$ cat src/lhp_pkg.sv
// ----------------------------------------------------------------------------
// lhp_pkg
// Shared widths, command codes and control structs for the latency histogram
// profiler.
// ----------------------------------------------------------------------------
package lhp_pkg;

	// Payload field widths
	localparam int CMD_W     = 2;
	localparam int SLOT_IN_W = 3;
	localparam int NOW_W     = 32;
	localparam int RBIN_W    = 8;
	localparam int COUNT_W   = 32;
	localparam int BIN_OUT_W = 8;

	// Default parameter values
	localparam int TOP_BIN_DEF = 255;
	localparam int SLOTS_DEF   = 8;

	typedef enum logic [CMD_W-1:0] {
		CMD_START = 2'd0,
		CMD_STOP  = 2'd1,
		CMD_CLEAR = 2'd2,
		CMD_READ  = 2'd3
	} cmd_t;

	// Controller to datapath
	typedef struct packed {
		logic accept;  // latch item, issue histogram read
		logic finish;  // update state, load result register
		logic sweep;   // write one zero entry of the clearing pass
	} ctrl_cmd_t;

	// Datapath to controller
	typedef struct packed {
		logic out_busy;    // result register full and not taken
		logic sweep_last;  // clearing pass at its last entry
		logic is_clear;    // item at work is a clear command
	} ctrl_sts_t;

endpackage

$ cat src/lhp_ctrl.sv
// ----------------------------------------------------------------------------
// lhp_ctrl
// Sequencer: clearing pass, item accept, finish with result handoff.
// ----------------------------------------------------------------------------
module lhp_ctrl import lhp_pkg::*; (
	input  logic      clk,
	input  logic      arst_n,
	input  logic      in_valid,
	input  ctrl_sts_t sts,
	output logic      in_ready,
	output ctrl_cmd_t cmd
);

	typedef enum logic [1:0] {
		S_SWEEP,
		S_IDLE,
		S_FIN
	} state_t;

	state_t state_q;
	logic   in_ready_q;

	always_ff @(posedge clk or negedge arst_n) begin
		if (!arst_n) begin
			state_q    <= S_SWEEP;
			in_ready_q <= 1'b0;
		end else begin
			case (state_q)
				S_SWEEP: begin
					if (sts.sweep_last) begin
						state_q    <= S_IDLE;
						in_ready_q <= 1'b1;
					end
				end
				S_IDLE: begin
					if (in_valid) begin
						state_q    <= S_FIN;
						in_ready_q <= 1'b0;
					end
				end
				S_FIN: begin
					if (!sts.out_busy) begin
						if (sts.is_clear) begin
							state_q <= S_SWEEP;
						end else begin
							state_q    <= S_IDLE;
							in_ready_q <= 1'b1;
						end
					end
				end
				default: begin
					state_q    <= S_SWEEP;
					in_ready_q <= 1'b0;
				end
			endcase
		end
	end

	assign in_ready   = in_ready_q;
	assign cmd.accept = in_valid && in_ready_q;
	assign cmd.finish = (state_q == S_FIN) && !sts.out_busy;
	assign cmd.sweep  = (state_q == S_SWEEP);

endmodule

$ cat config.mk
export PLATFORM = sky130hd
export DESIGN_NAME = lhp_ctrl
export DESIGN_NICKNAME = d
export VERILOG_FILES = /design/src/lhp_pkg.sv /design/src/lhp_ctrl.sv
export SDC_FILE = /design/constraint.sdc
export NUM_CORES = 1
export LEC_CHECK = 0
export ABC_AREA = 1
export ABC_CLOCK_PERIOD_IN_PS = 1300
export BUFFER_PORTS_ARGS = -buffer_cell sky130_fd_sc_hd__buf_2
export CELL_PAD_IN_SITES_DETAIL_PLACEMENT = 1
export CELL_PAD_IN_SITES_GLOBAL_PLACEMENT = 1
export CORE_AREA = 2 2 39 41
export CTS_BUF_LIST = sky130_fd_sc_hd__clkbuf_8 sky130_fd_sc_hd__clkbuf_16
export DETAILED_ROUTE_END_ITERATION = 8
export DIE_AREA = 0 0 41 43
export PLACE_DENSITY = 0.4
export SLEW_MARGIN = 25
export SYNTH_ARGS = -nofsm -noshare
export SYNTH_HDL_FRONTEND = slang
export SYNTH_SLANG_ARGS = --single-unit
$ cat constraint.sdc
create_clock -name clk -period 1.3 [get_ports clk]
set_clock_uncertainty 0.2 [all_clocks]
set_input_delay 0.13 -clock clk [delete_from_list [all_inputs] [get_ports clk]]
set_output_delay 0.13 -clock clk [all_outputs]
set_load 0.02 [all_outputs]
==> results of run 1 <==
## path summary, 6_finish.rpt
check                           start          to  slack [ns]  cells after the start
min                          in_valid  state_q[1]       0.002                      3
max                        state_q[0]      cmd[1]      -0.004                      2
max in group asynchronous      arst_n  state_q[1]        0.75                      2
min reg2reg                  in_ready    in_ready        0.32                      2
min in group asynchronous      arst_n    in_ready        0.04                      2
max reg2reg                state_q[1]    in_ready        0.08                      5
## cell families after synthesis
| logic type | after synthesis |
|---|---|
| buffers and inverters | 5 |
| DFF | 3 |
| AOI/OAI and AO/OA | 2 |
| and+or+nand+nor | 13 |
## report_power, final
| part | internal (uW) | leakage (uW) | switching, uW |
|---|---|---|---|
| clock network | 201 | 0.0000269 | 63.1 |
| registers | 148 | 0.0000344 | 60.4 |
| logic | 147 | 0.000113 | 208 |
| total | 496 | 0.000175 | 332 |
## per-layer routing
metal / wire length [um] / vias to the layer above / GRT usage / part of all wire
li1: - / 101 / - / -
met1: 174 / 89 / 0.0742 / 0.36
met2: 258 / 8 / 0.125 / 0.54
met3: 32 / 2 / 0.0314 / 0.066
met4: 16 / 0 / 0.0600 / 0.033
met5: 0 / - / 0 / 0
## worst max-delay path, delay by kind of cell, from the launching register on
family,cells,cell delay [ns]
flops,1,0.43
simple gates,1,0.17
buf+inv,1,0.16
## cells in the final DEF, fill, tap and decap left out, drive strengths merged
cell	count
buf	10
nand2	7
inv	6
clkbuf	3
nand3	3
dfrtp	3
nor2	2
nor3	1
o21ai	1
o31ai	1
dlygate4sd3	1
## cell type report
cell class | instances | area, um2 | area share
well taps | 16 | 20.0 | 0.0637
inverters | 5 | 18.8 | 0.0598
flip-flops and latches | 3 | 77.6 | 0.247
clock buffers | 3 | 41.3 | 0.131
clock inverters | 1 | 3.75 | 0.0120
multi-input cells | 15 | 81.3 | 0.259
repair buffers | 11 | 71.3 | 0.227
## state kept, by name (all words and copies together), names as in the netlist
signal,cells
state_q,2
in_ready,1
## repair_timing
item                                    4_1_cts  5_1_grt
endpoints found under the setup margin        1        4
pin swaps                                     1        6
buffers inserted                              1        0
gates cloned                                  0        0
gates resized for setup                       4        6
hold buffers                                  1        0
hold endpoints to repair                      3        0
## metrics by stage
step / util / instance area [um2]
finish: 0.227 / 314
global route: 0.227 / 314
CTS: 0.216 / 299
detailed placement: 0.165 / 228
global placement: 0.165 / 228
floorplan: - / 163
==> key figures, run 1 <==
Status
  • Status: complete, but fails checks
  • Failing checks: negative setup slack

Clock network
  • Reg clk slew, reported paths: 0.03 ns
  • Worst-Skew Late Latency: 0.22 ns
  • Clk buf depth: 2
  • CTS tree: built
  • Root Driver: clkbuf_8
  • CTS HTree Levels: 1
  • CTS Buf Count: 3
  • CTS sink cnt: 3

Synthesis
  • Gate Count Post-Synth: 23
  • Most common cell in the netlist: nand2_1
  • Sequential-to-total area share from yosys stat: 0.469
  • Asr flop ratio synth: 1.00
  • Ranking of synthesized cells by area: dfrtp_1 (47%), nand2_1 (16%), nand3_1 (9.4%)
  • Synth Area in Adders: 0
  • Xor-xnor portion of the synthesized cell area: 0
  • Compound-cell area share of the yosys netlist: 0.0781
  • Mapped Area: 160 um2
  • Proportion of synthesized area in mux cells: 0
  • Yosys reg bits: 3
  • YS warnings: 0
  • Largest family of logic cells by synthesized area: simple AND/OR/NAND/NOR gates
  • Syn Nets: 29
  • Post-synth EDFFs: 0
  • Post-synth top cells: nand2_1 (7), inv_1 (4), dfrtp_1 (3), nand3_1 (3), nor2_1 (2)
  • Area share of the largest cell type after synthesis: 0.469
  • Main flop type after synthesis: dfrtp_1
  • Synth cell types: 9
  • Largest area contributor in the netlist: dfrtp_1
  • Syn avg cell area: 6.96 um2
  • Simple-gate share of the synthesized area: 0.336

Hold path
  • Min-Delay Path Class: in -> reg

Final layout
  • Cell Count, Final, Fillers Out: 54
  • Filler Cell Count: 179
  • Area grow syn2layout: 96.1%
  • Antenna diodes: 0
  • Layout Nets: 45
  • Fraction of layout cells with a size suffix above 1: 0.553

Timing
  • RSZ-0062 raised after global routing: true
  • Setup TNS: -0.00430 ns
  • Slew @ Worst Pin: 0.188 ns
  • Hold slack: 0.00170 ns
  • FMAX: 0.767 GHz
  • # setup viols final: 1
  • Final Hold Violating Endpoints: 0
  • Period minus WS final: 1.30 ns
  • Final Cycle Share: 1.00
  • Max-slew headroom: 0.873
  • Final worst slack: -0.00430 ns
  • Max-slew violation count: 0

Critical path
  • Cell Chain, Critical Path: nor3_2 > buf_4
  • Critical Path Slowest Stage Cell: dfrtp_2
  • CP max stage delay: 0.43 ns
  • Crit. End Element: primary output
  • Setup Crit Path Kind: reg -> out
  • Critical Path Fanout Max: 4
  • CP startpoint kind: flip-flop
  • Crit path DAT: 0.97 ns
  • Req. time, crit path: 0.97 ns

Floorplan
  • Ports: 10
  • Die W: 41 um
  • Die Y: 43 um
  • Core box area: 1380 um2
  • Die area: 1760 um2
  • Rows: 14
  • Starting Density: 0.116

Placed design
  • DP Worst Slack: 0.0784 ns
  • Final HPWL DP: 376 um
  • Gpl congestion: 0.649
  • Port Buffer Count: 9
  • Placed cell count: 48

Routing
  • DR iter-0 viols: 0
  • Routed Antenna Nets: 0
  • Routed WL: 482 um
  • Vias: 200
  • WL per Instance: 8.93 um
  • DRT Pass-1 Iters: 1
  • Avg Vias per Cell: 3.70
  • Drc violations: 0

Global route
  • GRT Total Usage: 0.0784
  • Global-route wire length before repair: 890 um
  • GRT Residual Overflow: 0
  • Largest net degree at the start of global routing: 5
  • Number of global-route vias before repair: 212
  • Initial antenna violation count: 0

Power and ir drop
  • Power Density: 2640 nW/um2
  • Total power: 828 uW
  • Leakage: 0.000175 uW
  • Peak VDD IR: 0.569 mV

Run
  • Max Cap Viol: 0
Power figures use the tool's default switching activity.
==> run 2, diff against run 1 <==
Settings changed: CTS_BUF_LIST sky130_fd_sc_hd__clkbuf_8 sky130_fd_sc_hd__clkbuf_16 to not set.
==> key figures, run 2 (same netlist as run 1, synthesis figures left out) <==
Floorplan
  • Die area: 1760 um2 (unchanged)
  • Die W: 41 um (unchanged)
  • Rows: 14 (unchanged)
  • Starting Density: 0.116 (unchanged)
  • Core box area: 1380 um2 (unchanged)
  • Ports: 10 (unchanged)
  • Die Y: 43 um (unchanged)

Routing
  • Avg Vias per Cell: 3.68 (was 3.70)
  • Vias: 206 (was 200)
  • Routed WL: 498 um (was 482 um)
  • DRT Pass-1 Iters: 2 (was 1)
  • Drc violations: 0 (unchanged)
  • Routed Antenna Nets: 0 (unchanged)
  • WL per Instance: 8.89 um (was 8.93 um)
  • DR iter-0 viols: 1 (was 0)

Clock network
  • CTS HTree Levels: 1 (unchanged)
  • CTS sink cnt: 3 (unchanged)
  • Clk buf depth: 2 (unchanged)
  • CTS Buf Count: 3 (unchanged)
  • CTS tree: built (unchanged)
  • Reg clk slew, reported paths: 0.04 ns (was 0.03 ns)
  • Root Driver: clkbuf_4 (was clkbuf_8)
  • Worst-Skew Late Latency: 0.24 ns (was 0.22 ns)

Status
  • Status: complete, but fails checks (unchanged)
  • Failing checks: negative hold slack, negative setup slack (was negative setup slack)

Hold path
  • Min-Delay Path Class: in -> reg (unchanged)

Final layout
  • Most frequent cells in the layout: buf_2 (7), nand2_1 (4) (was buf_2 (7), nand2_1 (6), inv_1 (4))
  • Layout Nets: 47 (was 45)
  • Fraction of layout cells with a size suffix above 1: 0.650 (was 0.553)
  • Antenna diodes: 0 (unchanged)
  • Post-layout util: 0.247 (was 0.227)
  • Most flops, register: state_q (unchanged)
  • Filler Cell Count: 175 (was 179)
  • Area grow syn2layout: 113% (was 96.1%)
  • Largest register FFs: 2 (unchanged)
  • Commonest non-fill, non-tap cell in the layout: buf_2 (unchanged)

Critical path
  • Worst R2R Setup Slack: 0.05 ns (was 0.08 ns)
  • Crit. End Element: primary output (unchanged)
  • Critical Path Fanout Max: 3 (was 4)
  • CP startpoint kind: flip-flop (unchanged)
  • Setup Crit Path Kind: reg -> out (unchanged)
  • Req. time, crit path: 0.97 ns (about the same)
  • Crit path DAT: 1.00 ns (was 0.97 ns)

Timing
  • Slew @ Worst Pin: 0.189 ns (was 0.188 ns)
  • Max-slew violation count: 0 (unchanged)
  • RSZ-0062 raised after global routing: true (unchanged)
  • Final Cycle Share: 1.02 (was 1.00)
  • Period minus WS final: 1.33 ns (was 1.30 ns)
  • # setup viols final: 1 (unchanged)
  • FMAX: 0.754 GHz (was 0.767 GHz)
  • Final worst slack: -0.0263 ns (was -0.00430 ns)
  • Max-slew headroom: 0.873 (about the same)
  • Hold slack: -0.0000176 ns (was 0.00170 ns)
  • Final Hold Violating Endpoints: 1 (was 0)

Global route
  • Number of global-route vias before repair: 241 (was 212)
  • Initial antenna violation count: 0 (unchanged)
  • Global-route wire length before repair: 986 um (was 890 um)
  • GRT Residual Overflow: 0 (unchanged)
  • Largest net degree at the start of global routing: 5 (unchanged)
  • GRT Total Usage: 0.0854 (was 0.0784)

Power and ir drop
  • Power Density: 2440 nW/um2 (was 2640 nW/um2)
  • Peak VDD IR: 0.655 mV (was 0.569 mV)
  • Leakage: 0.000176 uW (was 0.000175 uW)
  • Total power: 832 uW (was 828 uW)

Run
  • Max Cap Viol: 0 (unchanged)

Placed design
  • Final HPWL DP: 376 um (unchanged)
  • Gpl congestion: 0.649 (unchanged)
  • Port Buffer Count: 9 (unchanged)
## run 2: metal layers
metal  vias to the layer above  part of all wire  global-route usage
met5                         -                 0                   0
li1                        104                 -                   -
met3                         2             0.058              0.0314
met4                         0             0.038              0.0600
met2                         8              0.54               0.138
met1                        92              0.36              0.0839
## run 2: power by group
| group | switching, uW | total, uW | internal, uW |
|---|---|---|---|
| Combinational | 269 | 466 | 197 |
| Clock | 52.2 | 167 | 115 |
| Sequential | 54.2 | 199 | 145 |
| Total | 375 | 832 | 457 |
## run 2: path summary, 6_finish.rpt
check,startpoint,cells after the start,endpoint
worst max register to register,state_q[0],7,in_ready
worst min-delay path,sts[2],3,state_q[1]
worst min register to register,in_ready,2,in_ready
max in group asynchronous,arst_n,2,state_q[1]
min in group asynchronous,arst_n,2,in_ready
worst max-delay path,state_q[0],2,cmd[1]
## run 2: what timing repair did
action	4_1_cts	5_1_grt
hold buffers	2	0
pin swaps	2	3
endpoints found under the hold margin	4	0
setup endpoints to repair	2	4
gates resized for setup	6	11
setup buffers	2	0
cloned	0	0
## run 2: cell type report
type	count	area, um2	share of cell area
repair buffers	13	88.8	0.260
inverters	5	23.8	0.0696
well taps	16	20.0	0.0586
multi-input cells	15	106	0.311
clock buffers	4	26.3	0.0769
flip-flops and latches	3	76.3	0.223
## run 2: metrics by stage
step / instance area, um2 / worst slack (ns) / std cells / setup TNS (ns) / hold slack (ns)
after floorplan: 163 / 0.0358 / 23 / 0 / -0.366
after global placement: 228 / 0.0849 / 48 / 0 / -0.274
after detailed placement: 228 / 0.0784 / 48 / 0 / -0.272
after CTS: 307 / -0.0213 / 56 / -0.0213 / 0.00778
after global routing: 342 / -0.0713 / 56 / -0.113 / 0.0142
final: 342 / -0.0263 / 56 / -0.0263 / -0.0000176
## run 2: critical path, stage by stage, from the launching register on
cell     delay [ns]
dfrtp_1        0.42
nor3_2         0.18
buf_4          0.16
==> run 3, diff against run 2 <==
Settings changed: REMOVE_ABC_BUFFERS set to 1, TNS_END_PERCENT set to 1.
==> key figures, run 3 (same netlist as run 1, synthesis figures left out) <==
Critical path
  • Crit path DAT: 0.98 ns (was 1.00 ns)
  • FF-to-FF path depth: 5 (was 7)
  • Req. time, crit path: 0.97 ns (about the same)
  • Setup Crit Path Kind: reg -> out (unchanged)
  • CP max stage delay: 0.43 ns (was 0.42 ns)
  • Critical Path Slowest Stage Cell: dfrtp_2 (was dfrtp_1)
  • CP startpoint kind: flip-flop (unchanged)
  • Crit. End Element: primary output (unchanged)
  • Critical Path Fanout Max: 4 (was 3)
  • Cell Chain, Critical Path: nor3_2 > buf_4 (unchanged)

Timing
  • Slew @ Worst Pin: 0.231 ns (was 0.189 ns)
  • FMAX: 0.761 GHz (was 0.754 GHz)
  • RSZ-0062 raised after global routing: true (unchanged)
  • Period minus WS final: 1.31 ns (was 1.33 ns)
  • Setup TNS: -0.0134 ns (was -0.0263 ns)
  • Max-slew headroom: 0.845 (was 0.873)
  • Max-slew violation count: 0 (unchanged)
  • Final worst slack: -0.0134 ns (was -0.0263 ns)
  • # setup viols final: 1 (unchanged)
  • Final Hold Violating Endpoints: 0 (was 1)
  • Final Cycle Share: 1.01 (was 1.02)

Routing
  • WL per Instance: 8.67 um (was 8.89 um)
  • Vias: 204 (was 206)
  • DRT Pass-1 Iters: 2 (unchanged)
  • Avg Vias per Cell: 3.71 (was 3.68)
  • Drc violations: 0 (unchanged)
  • Routed Antenna Nets: 0 (unchanged)
  • DR iter-0 viols: 2 (was 1)
  • Routed WL: 477 um (was 498 um)

Final layout
  • Cell Count, Final, Fillers Out: 55 (was 56)
  • Fraction of layout cells with a size suffix above 1: 0.462 (was 0.650)
  • Antenna diodes: 0 (unchanged)
  • Most frequent cells in the layout: nand2_1 (7), buf_2 (7) (was buf_2 (7), nand2_1 (4))
  • Largest register FFs: 2 (unchanged)
  • Layout Nets: 46 (was 47)
  • Most flops, register: state_q (unchanged)
  • Area grow syn2layout: 82.8% (was 113%)
  • Filler Cell Count: 177 (was 175)

Power and ir drop
  • Peak VDD IR: 0.599 mV (was 0.655 mV)
  • Net Sw Frac: 0.436 (was 0.451)
  • Clock share of power: 0.235 (was 0.201)
  • Power Density: 2410 nW/um2 (was 2440 nW/um2)
  • Cell Int Power: 398 uW (was 457 uW)
  • Sequential power share: 0.286 (was 0.239)
  • Leakage: 0.000167 uW (was 0.000176 uW)
  • Combinational Power Share: 0.479 (was 0.560)
  • NetSw: 308 uW (was 375 uW)

Global route
  • GRT Total Usage: 0.0815 (was 0.0854)
  • Number of global-route vias before repair: 237 (was 241)
  • Global-route wire length before repair: 938 um (was 986 um)
  • Largest net degree at the start of global routing: 5 (unchanged)
  • Initial antenna violation count: 0 (unchanged)
  • GRT Residual Overflow: 0 (unchanged)

Clock network
  • Reg clk slew, reported paths: 0.04 ns (about the same)
  • Worst-Skew Late Latency: 0.24 ns (about the same)
  • CTS HTree Levels: 1 (unchanged)
  • CTS Buf Count: 3 (unchanged)
  • CTS tree: built (unchanged)
  • Clk buf depth: 2 (unchanged)
  • CTS sink cnt: 3 (unchanged)
  • Root Driver: clkbuf_4 (unchanged)

Floorplan
  • Starting Density: 0.116 (unchanged)
  • Ports: 10 (unchanged)
  • Core box area: 1380 um2 (unchanged)
  • Die W: 41 um (unchanged)
  • Die Y: 43 um (unchanged)
  • Die area: 1760 um2 (unchanged)
  • Rows: 14 (unchanged)

Placed design
  • DP Worst Slack: 0.109 ns (was 0.0784 ns)
  • Final HPWL DP: 364 um (was 376 um)
  • Port Buffer Count: 9 (unchanged)
  • Gpl congestion: 0.643 (was 0.649)
  • Placed cell count: 48 (unchanged)

Status
  • Failing checks: negative setup slack (was negative hold slack, negative setup slack)
  • Status: complete, but fails checks (unchanged)

Hold path
  • Min-Delay Path Class: in -> async (was in -> reg)

Run
  • Max Cap Viol: 0 (unchanged)
run 3: cell count changes in the layout (fill, tap and decap cells not counted):
cell and change:
nand3_2 -2, inv_6 -1, buf_6 -1, nand2_1 +3, nor2_2 -1, nor2_1 +1, inv_2 +1, nand3_4 -1
nand3_1 +3, nand2_2 -3
run 3: timing repair:
| action | in CTS | in global routing |
|---|---|---|
| hold buffers | 2 | 0 |
| endpoints found under the setup margin | 2 | 4 |
| gates resized for setup | 1 | 6 |
| pin swaps | 1 | 2 |
| setup buffers | 1 | 0 |
| hold endpoints to repair | 4 | 0 |
run 3: metal layers:
layer / global-route usage / wire length, um / up-vias / part of all wire
met4: 0.0600 / 17 / 0 / 0.036
met5: 0 / 0 / - / 0
met3: 0.0314 / 32 / 2 / 0.067
met2: 0.119 / 244 / 8 / 0.51
li1: - / - / 102 / -
met1: 0.0906 / 183 / 92 / 0.38
run 3: power groups by stage:
| stage | Sequential [uW] | Clock (uW) | Combinational, uW |
|---|---|---|---|
| after detailed placement | 199 | 0 | 280 |
| after global placement | 198 | 0 | 280 |
| after global routing | 212 | 187 | 388 |
| after CTS | 191 | 167 | 325 |
| after floorplan | 201 | 0 | 177 |
| final | 202 | 166 | 338 |
run 3: worst max-delay path, delay by kind of cell (launching register included):
| kind | cells | cell delay, ns |
|---|---|---|
| DFF | 1 | 0.43 |
| and+or+nand+nor | 1 | 0.16 |
| buffers and inverters | 1 | 0.16 |
run 3: worst paths after layout:
check,from,endpoint,slack (ns)
max,state_q[0],cmd[1],-0.01
min,arst_n,in_ready,0.02
max reg2reg,state_q[1],in_ready,0.07
min reg2reg,in_ready,in_ready,0.31
max in group asynchronous,arst_n,state_q[0],0.77
min in group clk,sts[2],state_q[1],0.02
run 3: area by class of cell:
type	count	area, um2	share of cell area
repair buffers	12	77.6	0.265
flip-flops and latches	3	76.3	0.261
multi-input cells	15	73.8	0.252
clock buffers	4	26.3	0.0897
well taps	16	20.0	0.0684
inverters	5	18.8	0.0641
run 3: per-stage QoR:
step	utilization	cell area [um2]	hold slack [ns]	power, uW
6_report	0.212	293	0.0184	705
5_1_grt	0.212	293	0.0257	787
4_1_cts	0.203	282	0.0126	683
3_5_place_dp	0.163	225	-0.274	480
3_3_place_gp	0.163	225	-0.274	478
2_1_floorplan	-	160	-0.366	378
